[src/rtl/core/plc_pkg.sv]
// shared types, codes and helpers for the piecewise-linear calibration block
// no dependencies
package plc_pkg;

  localparam int SAMPLE_W   = 16;
  localparam int GAIN_W     = 16;
  localparam int FLAGS_W    = 8;
  localparam int POINTS_W   = 5;
  localparam int SLOT_W     = 4;
  localparam int CFG_ADDR_W = 2;
  localparam int CFG_DATA_W = 16;
  localparam int DIV_NUM_W  = 32;
  localparam int DIV_DEN_W  = 16;
  localparam int PROD_W     = 34;
  localparam int IN_DATA_W  = 56;
  localparam int OUT_DATA_W = 40;

  // request kinds carried in tuser
  localparam logic REQ_SAMPLE = 1'b0;
  localparam logic REQ_LOAD   = 1'b1;

  // configuration register indexes
  localparam logic [CFG_ADDR_W-1:0] CFG_POINTS   = 2'd0;
  localparam logic [CFG_ADDR_W-1:0] CFG_NEW_GAIN = 2'd1;
  localparam logic [CFG_ADDR_W-1:0] CFG_OLD_GAIN = 2'd2;
  localparam logic [CFG_ADDR_W-1:0] CFG_FLAGS    = 2'd3;

  typedef enum logic [3:0] {
    S_IDLE,
    S_CHK0,
    S_SCAN,
    S_NEXT,
    S_MUL,
    S_DIVS,
    S_DIV,
    S_FIL1,
    S_FIL2,
    S_FIL3,
    S_OUT
  } eng_state_t;

  typedef struct packed {
    logic busy;
    logic done;
  } div_stat_t;

  typedef struct packed {
    logic signed [SAMPLE_W-1:0] filtered;
    logic signed [SAMPLE_W-1:0] converted;
  } result_t;

  function automatic logic signed [SAMPLE_W-1:0] sat16(input logic signed [PROD_W-1:0] v);
    logic signed [SAMPLE_W-1:0] r;
    if (v > PROD_W'(32767)) begin
      r = 16'sh7fff;
    end else if (v < -PROD_W'(32768)) begin
      r = 16'sh8000;
    end else begin
      r = v[SAMPLE_W-1:0];
    end
    return r;
  endfunction

endpackage

[src/rtl/core/plc_bp_mem.sv]
// breakpoint table: one synchronous memory holding raw and engineering value per slot
// depends on plc_pkg
module plc_bp_mem #(
  parameter int DEPTH = 16,
  parameter int AW    = $clog2(DEPTH)
) (
  input  logic                                clk,
  input  logic                                wr_en,
  input  logic [AW-1:0]                       wr_addr,
  input  logic signed [plc_pkg::SAMPLE_W-1:0] wr_raw,
  input  logic signed [plc_pkg::SAMPLE_W-1:0] wr_eng,
  input  logic [AW-1:0]                       rd_addr,
  output logic signed [plc_pkg::SAMPLE_W-1:0] rd_raw,
  output logic signed [plc_pkg::SAMPLE_W-1:0] rd_eng
);
  import plc_pkg::*;

  logic [2*SAMPLE_W-1:0] mem [DEPTH];
  logic [2*SAMPLE_W-1:0] rd_data_r;

  always_ff @(posedge clk) begin
    if (wr_en) begin
      mem[wr_addr] <= {wr_eng, wr_raw};
    end
  end

  always_ff @(posedge clk) begin
    rd_data_r <= mem[rd_addr];
  end

  assign rd_raw = rd_data_r[SAMPLE_W-1:0];
  assign rd_eng = rd_data_r[2*SAMPLE_W-1:SAMPLE_W];

endmodule

[src/rtl/core/plc_div.sv]
// serial restoring divider on magnitudes, one quotient bit per cycle
// depends on plc_pkg
module plc_div (
  input  logic                           clk,
  input  logic                           rst_n,
  input  logic                           start,
  input  logic [plc_pkg::DIV_NUM_W-1:0]  num,
  input  logic [plc_pkg::DIV_DEN_W-1:0]  den,
  output logic [plc_pkg::DIV_NUM_W-1:0]  quo,
  output plc_pkg::div_stat_t             stat
);
  import plc_pkg::*;

  localparam int CW = $clog2(DIV_NUM_W + 1);

  logic [CW-1:0]        cnt_r;
  logic                 busy_r;
  logic                 done_r;
  logic [DIV_DEN_W-1:0] rem_r;
  logic [DIV_DEN_W-1:0] den_r;
  logic [DIV_NUM_W-1:0] quo_r;
  logic [DIV_DEN_W:0]   part;
  logic [DIV_DEN_W:0]   trial;
  logic                 fits;

  assign part  = {rem_r, quo_r[DIV_NUM_W-1]};
  assign fits  = part >= {1'b0, den_r};
  assign trial = part - {1'b0, den_r};

  always_ff @(posedge clk) begin
    if (!rst_n) begin
      busy_r <= 1'b0;
      done_r <= 1'b0;
      cnt_r  <= '0;
    end else begin
      done_r <= 1'b0;
      if (start) begin
        busy_r <= 1'b1;
        cnt_r  <= CW'(DIV_NUM_W);
      end else if (busy_r) begin
        cnt_r <= cnt_r - CW'(1);
        if (cnt_r == CW'(1)) begin
          busy_r <= 1'b0;
          done_r <= 1'b1;
        end
      end
    end
  end

  always_ff @(posedge clk) begin
    if (start) begin
      rem_r <= '0;
      den_r <= den;
      quo_r <= num;
    end else if (busy_r) begin
      rem_r <= fits ? trial[DIV_DEN_W-1:0] : part[DIV_DEN_W-1:0];
      quo_r <= {quo_r[DIV_NUM_W-2:0], fits};
    end
  end

  assign quo       = quo_r;
  assign stat.busy = busy_r;
  assign stat.done = done_r;

  a_start_busy: assert property (@(posedge clk) disable iff (!rst_n)
    start |=> busy_r)
    else $error("divider did not start");

  a_rem_below_den: assert property (@(posedge clk) disable iff (!rst_n)
    done_r |-> rem_r < den_r)
    else $error("divider remainder not reduced");

  a_done_after_busy: assert property (@(posedge clk) disable iff (!rst_n)
    done_r |-> $past(busy_r) && !busy_r)
    else $error("divider done without a run");

endmodule

[src/rtl/core/plc_engine.sv]
// conversion sequencer: table search, interpolation, divide and iir filter
// depends on plc_pkg, drives plc_bp_mem and plc_div ports
module plc_engine #(
  parameter int MAX_POINTS = 16,
  parameter int IW         = $clog2(MAX_POINTS)
) (
  input  logic                                clk,
  input  logic                                rst_n,
  // request side
  input  logic                                req_valid,
  output logic                                req_ready,
  input  logic                                req_type,
  input  logic signed [plc_pkg::SAMPLE_W-1:0] sample,
  input  logic [plc_pkg::SLOT_W-1:0]          point_index,
  // configuration
  input  logic [plc_pkg::POINTS_W-1:0]        points_in_use,
  input  logic [plc_pkg::GAIN_W-1:0]          new_gain,
  input  logic [plc_pkg::GAIN_W-1:0]          old_gain,
  // table memory
  output logic                                mem_we,
  output logic [IW-1:0]                       mem_waddr,
  output logic [IW-1:0]                       mem_raddr,
  input  logic signed [plc_pkg::SAMPLE_W-1:0] mem_raw,
  input  logic signed [plc_pkg::SAMPLE_W-1:0] mem_eng,
  // divider
  output logic                                div_start,
  output logic [plc_pkg::DIV_NUM_W-1:0]       div_num,
  output logic [plc_pkg::DIV_DEN_W-1:0]       div_den,
  input  logic [plc_pkg::DIV_NUM_W-1:0]       div_quo,
  input  plc_pkg::div_stat_t                  div_stat,
  // result side
  output logic                                res_valid,
  input  logic                                res_ready,
  output plc_pkg::result_t                    res
);
  import plc_pkg::*;

  localparam int NW = (IW + 1 > POINTS_W) ? IW + 1 : POINTS_W;

  eng_state_t state_r, state_nxt;

  logic signed [SAMPLE_W-1:0] x_r, x0_r, y0_r, conv_r, fm_r;
  logic signed [SAMPLE_W:0]   dx_r, dy_r, den_r, den_w;
  logic [IW-1:0]              i_r;
  logic signed [PROD_W-1:0]   prod_r, acc_r, prod_w;
  logic signed [SAMPLE_W:0]   mul_a, mul_b;
  logic                       q_neg_r;
  logic [NW-1:0]              pts_w;
  logic [IW-1:0]              seg_top;
  logic                       hit;
  logic                       req_acc;
  logic [PROD_W-1:0]          prod_mag;
  logic signed [PROD_W-1:0]   q_signed;
  logic signed [SAMPLE_W-1:0] conv_div;
  logic signed [SAMPLE_W-1:0] filt_w;

  // clamp the point count to between 2 and the table size
  always_comb begin
    pts_w = NW'(points_in_use);
    if (pts_w < NW'(2)) begin
      pts_w = NW'(2);
    end else if (pts_w > NW'(MAX_POINTS)) begin
      pts_w = NW'(MAX_POINTS);
    end
  end
  assign seg_top = IW'(pts_w - NW'(2));

  assign req_acc = req_valid && req_ready;
  assign hit     = (i_r == '0) || (x_r >= mem_raw);
  assign den_w   = {mem_raw[SAMPLE_W-1], mem_raw} - {x0_r[SAMPLE_W-1], x0_r};

  // shared multiplier
  always_comb begin
    unique case (state_r)
      S_FIL1: begin
        mul_a = {1'b0, new_gain};
        mul_b = {conv_r[SAMPLE_W-1], conv_r};
      end
      S_FIL2: begin
        mul_a = {1'b0, old_gain};
        mul_b = {fm_r[SAMPLE_W-1], fm_r};
      end
      default: begin
        mul_a = dx_r;
        mul_b = dy_r;
      end
    endcase
  end
  assign prod_w = mul_a * mul_b;

  assign prod_mag = prod_r[PROD_W-1] ? PROD_W'(-prod_r) : PROD_W'(prod_r);
  assign div_num  = prod_mag[DIV_NUM_W-1:0];
  assign div_den  = den_r[SAMPLE_W] ? DIV_DEN_W'(-den_r) : den_r[DIV_DEN_W-1:0];

  assign q_signed = q_neg_r ? -PROD_W'({2'b00, div_quo}) : PROD_W'({2'b00, div_quo});
  assign conv_div = sat16(PROD_W'(y0_r) + q_signed);
  assign filt_w   = sat16(acc_r >>> 16);

  // next state
  always_comb begin
    state_nxt = state_r;
    unique case (state_r)
      S_IDLE: begin
        if (req_acc && req_type == REQ_SAMPLE) begin
          state_nxt = S_CHK0;
        end
      end
      S_CHK0: state_nxt = (x_r <= mem_raw) ? S_FIL1 : S_SCAN;
      S_SCAN: begin
        if (hit) begin
          state_nxt = S_NEXT;
        end
      end
      S_NEXT: state_nxt = (den_w == '0) ? S_FIL1 : S_MUL;
      S_MUL:  state_nxt = S_DIVS;
      S_DIVS: state_nxt = S_DIV;
      S_DIV: begin
        if (div_stat.done) begin
          state_nxt = S_FIL1;
        end
      end
      S_FIL1: state_nxt = S_FIL2;
      S_FIL2: state_nxt = S_FIL3;
      S_FIL3: state_nxt = S_OUT;
      S_OUT: begin
        if (res_ready) begin
          state_nxt = S_IDLE;
        end
      end
      default: state_nxt = S_IDLE;
    endcase
  end

  // control outputs
  always_comb begin
    req_ready = 1'b0;
    mem_we    = 1'b0;
    mem_raddr = '0;
    div_start = 1'b0;
    res_valid = 1'b0;
    unique case (state_r)
      S_IDLE: begin
        req_ready = 1'b1;
        mem_we    = req_valid && req_type == REQ_LOAD
                    && (32'(point_index) < MAX_POINTS);
      end
      S_CHK0: mem_raddr = seg_top;
      S_SCAN: mem_raddr = hit ? i_r + IW'(1) : i_r - IW'(1);
      S_DIVS: div_start = 1'b1;
      S_OUT:  res_valid = 1'b1;
      default: ;
    endcase
  end
  assign mem_waddr = IW'(point_index);

  always_ff @(posedge clk) begin
    if (!rst_n) begin
      state_r <= S_IDLE;
      fm_r    <= '0;
    end else begin
      state_r <= state_nxt;
      if (state_r == S_OUT && res_ready) begin
        fm_r <= filt_w;
      end
    end
  end

  always_ff @(posedge clk) begin
    case (state_r)
      S_IDLE: x_r <= sample;
      S_CHK0: begin
        conv_r <= mem_eng;
        i_r    <= seg_top;
      end
      S_SCAN: begin
        if (hit) begin
          x0_r <= mem_raw;
          y0_r <= mem_eng;
        end else begin
          i_r <= i_r - IW'(1);
        end
      end
      S_NEXT: begin
        dx_r   <= {x_r[SAMPLE_W-1], x_r} - {x0_r[SAMPLE_W-1], x0_r};
        dy_r   <= {mem_eng[SAMPLE_W-1], mem_eng} - {y0_r[SAMPLE_W-1], y0_r};
        den_r  <= den_w;
        conv_r <= y0_r;
      end
      S_MUL: begin
        prod_r  <= prod_w;
        q_neg_r <= prod_w[PROD_W-1] ^ den_r[SAMPLE_W];
      end
      S_DIV: begin
        if (div_stat.done) begin
          conv_r <= conv_div;
        end
      end
      S_FIL1: prod_r <= prod_w;
      S_FIL2: begin
        prod_r <= prod_w;
        acc_r  <= prod_r;
      end
      S_FIL3: acc_r <= acc_r + prod_r;
      default: ;
    endcase
  end

  assign res.filtered  = filt_w;
  assign res.converted = conv_r;

  a_scan_in_range: assert property (@(posedge clk) disable iff (!rst_n)
    state_r == S_SCAN |-> i_r <= seg_top)
    else $error("segment index past the table");

  a_fm_on_result: assert property (@(posedge clk) disable iff (!rst_n)
    fm_r != $past(fm_r) |-> $past(res_valid && res_ready))
    else $error("filter state changed without a result");

  a_div_wait: assert property (@(posedge clk) disable iff (!rst_n)
    state_r == S_DIV && !div_stat.done |-> div_stat.busy)
    else $error("waiting on an idle divider");

endmodule

[src/rtl/core/piecewise_linear_calibrate_iir.sv]
// Converts raw signed samples to engineering values through a breakpoint table
// (linear interpolation, extrapolation on the last segment) and smooths them with
// a first-order IIR filter. A load request (tuser 1) writes one breakpoint and gives no
// result. A convert request (tuser 0) above the first breakpoint scans the table
// downward from the top segment, 1 to the clamped point count minus 1 entries, and
// then divides on the serial divider. A sample at or below the first breakpoint, or
// on a segment with equal raw ends, skips the divide. The next request is taken
// while a finished result waits in the output register.
// Breakpoints must be loaded before they are used; the table is not cleared.
// depends on plc_pkg, plc_bp_mem, plc_div, plc_engine
module piecewise_linear_calibrate_iir #(
  parameter int MAX_POINTS = 16
) (
  input  logic                                  clk,
  input  logic                                  rst_n,
  input  logic                                  in_tvalid,
  output logic                                  in_tready,
  // sample[15:0], point_index[19:16], point_raw[35:20], point_value[51:36]
  input  logic [plc_pkg::IN_DATA_W-1:0]         in_tdata,
  // req_type
  input  logic                                  in_tuser,
  output logic                                  out_tvalid,
  input  logic                                  out_tready,
  // filtered_out[15:0], converted_out[31:16], flags_out[39:32]
  output logic [plc_pkg::OUT_DATA_W-1:0]        out_tdata,
  input  logic                                  cfg_wr_en,
  input  logic [plc_pkg::CFG_ADDR_W-1:0]        cfg_addr,
  input  logic [plc_pkg::CFG_DATA_W-1:0]        cfg_wdata
);
  import plc_pkg::*;

  localparam int IW = $clog2(MAX_POINTS);

  logic [POINTS_W-1:0] points_r;
  logic [GAIN_W-1:0]   new_gain_r;
  logic [GAIN_W-1:0]   old_gain_r;
  logic [FLAGS_W-1:0]  flags_r;

  logic                       mem_we;
  logic [IW-1:0]              mem_waddr, mem_raddr;
  logic signed [SAMPLE_W-1:0] mem_raw, mem_eng;
  logic                       div_start;
  logic [DIV_NUM_W-1:0]       div_num, div_quo;
  logic [DIV_DEN_W-1:0]       div_den;
  div_stat_t                  div_stat;
  logic                       res_valid, res_ready;
  result_t                    res;

  logic                       out_valid_r;
  logic [OUT_DATA_W-1:0]      out_data_r;

  always_ff @(posedge clk) begin
    if (!rst_n) begin
      points_r   <= POINTS_W'(2);
      new_gain_r <= '1;
      old_gain_r <= '0;
      flags_r    <= '0;
    end else if (cfg_wr_en) begin
      unique case (cfg_addr)
        CFG_POINTS:   points_r   <= cfg_wdata[POINTS_W-1:0];
        CFG_NEW_GAIN: new_gain_r <= cfg_wdata[GAIN_W-1:0];
        CFG_OLD_GAIN: old_gain_r <= cfg_wdata[GAIN_W-1:0];
        CFG_FLAGS:    flags_r    <= cfg_wdata[FLAGS_W-1:0];
        default: ;
      endcase
    end
  end

  plc_engine #(
    .MAX_POINTS (MAX_POINTS),
    .IW         (IW)
  ) u_engine (
    .clk           (clk),
    .rst_n         (rst_n),
    .req_valid     (in_tvalid),
    .req_ready     (in_tready),
    .req_type      (in_tuser),
    .sample        (in_tdata[15:0]),
    .point_index   (in_tdata[19:16]),
    .points_in_use (points_r),
    .new_gain      (new_gain_r),
    .old_gain      (old_gain_r),
    .mem_we        (mem_we),
    .mem_waddr     (mem_waddr),
    .mem_raddr     (mem_raddr),
    .mem_raw       (mem_raw),
    .mem_eng       (mem_eng),
    .div_start     (div_start),
    .div_num       (div_num),
    .div_den       (div_den),
    .div_quo       (div_quo),
    .div_stat      (div_stat),
    .res_valid     (res_valid),
    .res_ready     (res_ready),
    .res           (res)
  );

  plc_bp_mem #(
    .DEPTH (MAX_POINTS),
    .AW    (IW)
  ) u_bp_mem (
    .clk     (clk),
    .wr_en   (mem_we),
    .wr_addr (mem_waddr),
    .wr_raw  (in_tdata[35:20]),
    .wr_eng  (in_tdata[51:36]),
    .rd_addr (mem_raddr),
    .rd_raw  (mem_raw),
    .rd_eng  (mem_eng)
  );

  plc_div u_div (
    .clk   (clk),
    .rst_n (rst_n),
    .start (div_start),
    .num   (div_num),
    .den   (div_den),
    .quo   (div_quo),
    .stat  (div_stat)
  );

  // output register frees the engine for the next request
  assign res_ready = !out_valid_r || out_tready;

  always_ff @(posedge clk) begin
    if (!rst_n) begin
      out_valid_r <= 1'b0;
    end else if (res_ready) begin
      out_valid_r <= res_valid;
    end
  end

  always_ff @(posedge clk) begin
    if (res_valid && res_ready) begin
      out_data_r <= {flags_r, res.converted, res.filtered};
    end
  end

  assign out_tvalid = out_valid_r;
  assign out_tdata  = out_data_r;

endmodule

[config.mk]
export PLATFORM = sky130hd
export DESIGN_NAME = piecewise_linear_calibrate_iir
export DESIGN_NICKNAME = d
export VERILOG_FILES = /design/src/rtl/core/plc_pkg.sv /design/src/rtl/core/plc_bp_mem.sv /design/src/rtl/core/plc_div.sv /design/src/rtl/core/plc_engine.sv /design/src/rtl/core/piecewise_linear_calibrate_iir.sv
export SDC_FILE = /design/constraint.sdc
export NUM_CORES = 2
export LEC_CHECK = 0
export BUFFER_PORTS_ARGS = -buffer_cell sky130_fd_sc_hd__buf_2
export CORE_ASPECT_RATIO = 0.75
export CORE_MARGIN = 3
export CORE_UTILIZATION = 45
export CTS_CLUSTER_SIZE = 10
export DETAILED_ROUTE_END_ITERATION = 7
export SLEW_MARGIN = 20
export SYNTH_ARGS = -nofsm -noshare
export SYNTH_HDL_FRONTEND = slang
export SYNTH_HIERARCHICAL = 1
export SYNTH_SLANG_ARGS = --single-unit
[constraint.sdc]
create_clock -name clk -period 27 [get_ports clk]
set_input_delay 2.7 -clock clk [delete_from_list [all_inputs] [get_ports clk]]
set_output_delay 2.7 -clock clk [all_outputs]
set_load 0.03 [all_outputs]
# == Yosys cells after proc, flatten, opt, wreduce, memory -nomap -nowiden ==
# Memory sizes are Yosys's and may differ from the RTL's. A register that Yosys moved wholly into a read port is not among the register bits.
# Cells that the tools add are included.
# Widths: inputs -> output; s select.
# classes
n_addsub,13
n_mul,1
div_mod_pow,0
n_lt_le_gt_ge,9
n_eq_ne,19
shifts,0
muxes,40
bitwise,4
n_reduce_logical,27
# op_table
operator,count
$mux 16,7
$mux 32,3
$pmux 17 s2,2
$pmux 34 s2,1
$sub 16x16->17,3
$pmux 16 s3,1
$pmux 4 s11,1
$add 16x34->34,1
$add 34x34->34,1
$gt 34x16->1 const B,1
$lt 34x16->1 const B,1
$mul 17x17->34,1
$mux 34,1
$neg 32->34,1
$mux 4,8
$neg 32->32,1
$gt 18x16->1 const B,1
$lt 18x16->1 const B,1
$ge 17x16->1,1
$logic_not 17->1,1
$eq 4x3->1 const B,4
$ge 16x16->1,1
$le 16x16->1,1
$neg 16->16,1
33 further kinds,68
# totals
reg_bits,366
latchBits,0
ram_bits,512
romBits,0
in_bits,80
out_inout_bits,42
wordCells,140
mem_count,1
# mem_list
name,words,width,rd,rd_clocked_by_memory_dff,wr,line_no,text
u_bp_mem.mem,16,32,1,1,1,plc_bp_mem.sv:18,logic [2*SAMPLE_W-1:0] mem [DEPTH];

# == Depth between registers and ports, before layout ==
# depth
word_depth,8
depth_mapped,34
mapped_depth_nobuf,31

# == By module ==
# Netlist, hierarchy kept.
# modules_own_cells
mod,n_inst,cells_per_inst,area_per_inst_um2,seq_area_each_um2
plc_engine,1,2913,26494.2,6045.8
plc_bp_mem,1,838,19836.5,16015.4
plc_div,1,334,3764.9,1921.8
piecewise_linear_calibrate_iir,1,234,3085.5,2122.0

# == Least setup slack after synthesis ==
# Ideal clock, no wire load.
# synth_path
kind,flip-flop to flip-flop
from,register u_engine.state_r[3]
to,register u_engine.q_neg_r (data pin)
arrival_time_ns,9.742
required_ns,26.731
path_slack_ns,16.989
path_stages_with_launch,31
n_path_buf,4
period_less_slack_ns,10.011
path_cell_list,dfxtp_1 > clkbuf_1 > nor3b_1 > and2_1 > clkbuf_1 > nor2_1 > clkbuf_1 > nand2_1 > and2_1 > clkbuf_1 > nor2_1 > fa_1 > inv_1 > fa_1 > fa_1 > fa_1 > inv_1 > fa_1 > inv_1 > fa_1 > inv_1 > ha_1 > nand2_1 > o21ai_0 > o22ai_1 > o311ai_0 > a21o_1 > a21oi_1 > o21ai_0 > xnor2_1 > xor2_1
# synth_via
elab_chain_cells,4
# synth_rtl
element,line_no,text
from (decl),plc_engine.sv:40,"eng_state_t state_r, state_nxt;"
from (signal assigned),plc_engine.sv:161,state_r <= state_nxt;
$eq 4x4->1 / $eq 4x3->1 (equally long branches),plc_engine.sv:74,unique case (state_r)
$pmux 17 s2,plc_engine.sv:74,
$mul 17x17->34 (*),plc_engine.sv:89,assign prod_w = mul_a * mul_b;
net u_engine.prod_w[33],plc_engine.sv:45,"logic signed [PROD_W-1:0] prod_r, acc_r, prod_w;"
$xor 1x1->1 (*),plc_engine.sv:191,q_neg_r <= prod_w[PROD_W-1] ^ den_r[SAMPLE_W];
to (signal assigned),plc_engine.sv:191,
to (decl),plc_engine.sv:47,logic q_neg_r;
# Mark *: on every way through the listed nets, which the timed path passes. The rest lies on a longest branch.
# A chain may end at the register's enable or synchronous reset.

# == Final worst setup path ==
# Ends and elaborated chain as after synthesis.

==> flow_metrics.env <==
export IMPL_grt_ovfl_total=0
export IMPL_register_area_mm2=0.0261
export IMPL_min_from="flags_r[3]"
export IMPL_io_buffers=117
export IMPL_min_period_ns=9.37
export IMPL_syn_inst=4318
export IMPL_avgRoutedWirePerCell_um=22.3
export IMPL_ctsHoldBuffers=0
export IMPL_fin_skew_ns=0.0531
export IMPL_worstSetupPathType="reg -> reg"
export IMPL_yosys_warnings=6
export IMPL_io_pins=122
export IMPL_endpoint_kind="flip-flop"
export IMPL_fillerInstances=10256
export IMPL_relSlewSlack=0.269
export IMPL_clockRootBuffer="clkbuf_16"
export IMPL_hold_path_depth=0
export IMPL_critical_path_peak_fanout=36
export IMPL_crit_top_cell="fa_1"
export IMPL_drv_slew=0
export IMPL_drtPass1Iterations=7
export IMPL_clkLatencyLatePin_ns=0.69
export IMPL_cts_made_buffers=104
export IMPL_coreArea_mm2=0.116
export IMPL_crit_path_top_delay_cell="and2_1"
export IMPL_cts_tree="yes"
export IMPL_crit_path_start="u_engine/state_r[3]"
export IMPL_antenna_found_initial=2
export IMPL_routabilityCongestion=0.906
export IMPL_crit_buf_inv=8
export IMPL_start_util=0.456
export IMPL_area_growth_pct=10.2
export IMPL_cts_resized=0
export IMPL_grt_max_degree=71
export IMPL_critical_path_required_ns=27.40
export IMPL_slowest_delay_ns=0.60
export IMPL_grt_use_total=0.222
export IMPL_timing_fmax_ghz=0.107
export IMPL_rsz0062_at_grt="no"
export IMPL_report_final_hold_viol_count=0
export IMPL_path_clk_slew_ns=0.06
export IMPL_nets=5046
export IMPL_max_cap_violations=0
export IMPL_drive_above_1_share=0.120
export IMPL_dieArea_mm2=0.122
export IMPL_drt_initial_drc_count=3089
export IMPL_grt_pass1_wl_um=207000
export IMPL_viasPerCell=5.52
export IMPL_rr_endpoint="u_engine/q_neg_r"
export IMPL_cts_setup_buffers=0
export IMPL_fin_crit_sh=0.347
export IMPL_routed_wl_um=135000
export IMPL_worst_pin_slew_ns=1.09
export IMPL_multi_input_area_mm2=0.0248
export IMPL_fin_tns_setup_ns=0
export IMPL_crit_arrival_ns=9.77
export IMPL_die_h_um=304
export IMPL_r2r_cells=29
export IMPL_netlist_area_mm2=0.0532
export IMPL_vias=33368
export IMPL_setup_viol=0
export IMPL_ff2ff_setup_slack_ns=17.63
export IMPL_start_kind="flip-flop"
export IMPL_ant_nets=0
export IMPL_rows=108
export IMPL_die_w_um=403
export IMPL_h_tree_depth=3
export IMPL_syn_nets=4940
export IMPL_hold_class="reg -> reg"
export IMPL_status="finished clean"
export IMPL_antenna_cells=0
export IMPL_cts_path_max_buffers=3
export IMPL_drc=0
export IMPL_min_to="out_tdata[35]"
export IMPL_avgSynthCellArea_um2=12.3
export IMPL_grt_pass1_vias=33116
export IMPL_place_hpwl_um=94700
export IMPL_cts_sink_count=910
export IMPL_cp_top_family="adder cells"
export IMPL_worstReg2RegStart="u_engine/state_r[3]"
[flip-flops by register name, summed over array words and instances, names as in the netlist, 6 cells and up]
register and flops:
u_engine/den_r 17, new_gain_r 16, u_engine/y0_r 16, u_engine/dx_r 17, u_div/cnt_r 6, u_engine/x_r 16, u_engine/prod_r 34, out_tdata 40
u_bp_mem/rd_data_r 32, u_bp_mem/mem 512, flags_r 8, u_engine/conv_r 16, old_gain_r 16, u_engine/acc_r 34, u_engine/dy_r 17, u_engine/fm_r 16
u_div/quo 32, u_div/rem_r 16, u_div/den_r 16, u_engine/x0_r 16
[layer usage]
| metal | wire length, um | track usage | share of wire |
|---|---|---|---|
| met5 | 13 | 0 | 0.000096 |
| met2 | 54800 | 0.303 | 0.41 |
| met4 | 2610 | 0.0464 | 0.019 |
| met1 | 66100 | 0.356 | 0.49 |
| met3 | 11400 | 0.0507 | 0.084 |
[worst max-delay path by stage]
stage	slack, ns	depth (start not counted)	end
global route	17.16	29	u_engine/q_neg_r
global placement	17.64	29	u_engine/q_neg_r
detailed placement	17.62	29	u_engine/q_neg_r
CTS	17.62	29	u_engine/q_neg_r
floorplan	16.99	30	u_engine/q_neg_r
finish	17.63	29	u_engine/q_neg_r
[per-stage QoR]
stage          area (um2)  setup WS [ns]  utilization  std cells  hold WS, ns
4_1_cts             58600          17.62        0.503       6042        0.432
2_1_floorplan       53200          16.99            -       4318        0.408
5_1_grt             58600          17.16        0.503       6044        0.443
3_3_place_gp        55500          17.64        0.477       5856        0.411
3_5_place_dp        55500          17.62        0.477       5856        0.413
6_report            58600          17.63        0.503       6044        0.434
[layout by cell type, fill, tap and decap left out, drive strengths merged, types with 18 or more instances in the layout]
master,instances
clkbuf,172
or3,20
o21a,20
a21o,51
buf,170
xor2,42
nor2b,38
inv,467
nand2,423
o21ai,134
and2,49
nor3,47
nand3,53
a211oi,26
nand2b,45
xnor2,175
nor2,347
or4,18
fa,302
a22oi,95
mux2i,52
dfxtp,122
a21oi,133
o211ai,22
a21boi,19
ha,240
mux4,128
edfxtp,788
mux2,52
o31ai,36
[final cells by class]
cell class / count / share of cell area
sequential: 910 / 0.445
clock buffer: 172 / 0.0496
inverter: 464 / 0.0297
tap: 1540 / 0.0329
timing repair buffer: 170 / 0.0170
clock inverter: 14 / 0.00252
multi-input combinational: 2774 / 0.423
Power is left out: the tool's default activity adds up to more than one toggle a clock period on the data nets, which glitch-free logic cannot reach.
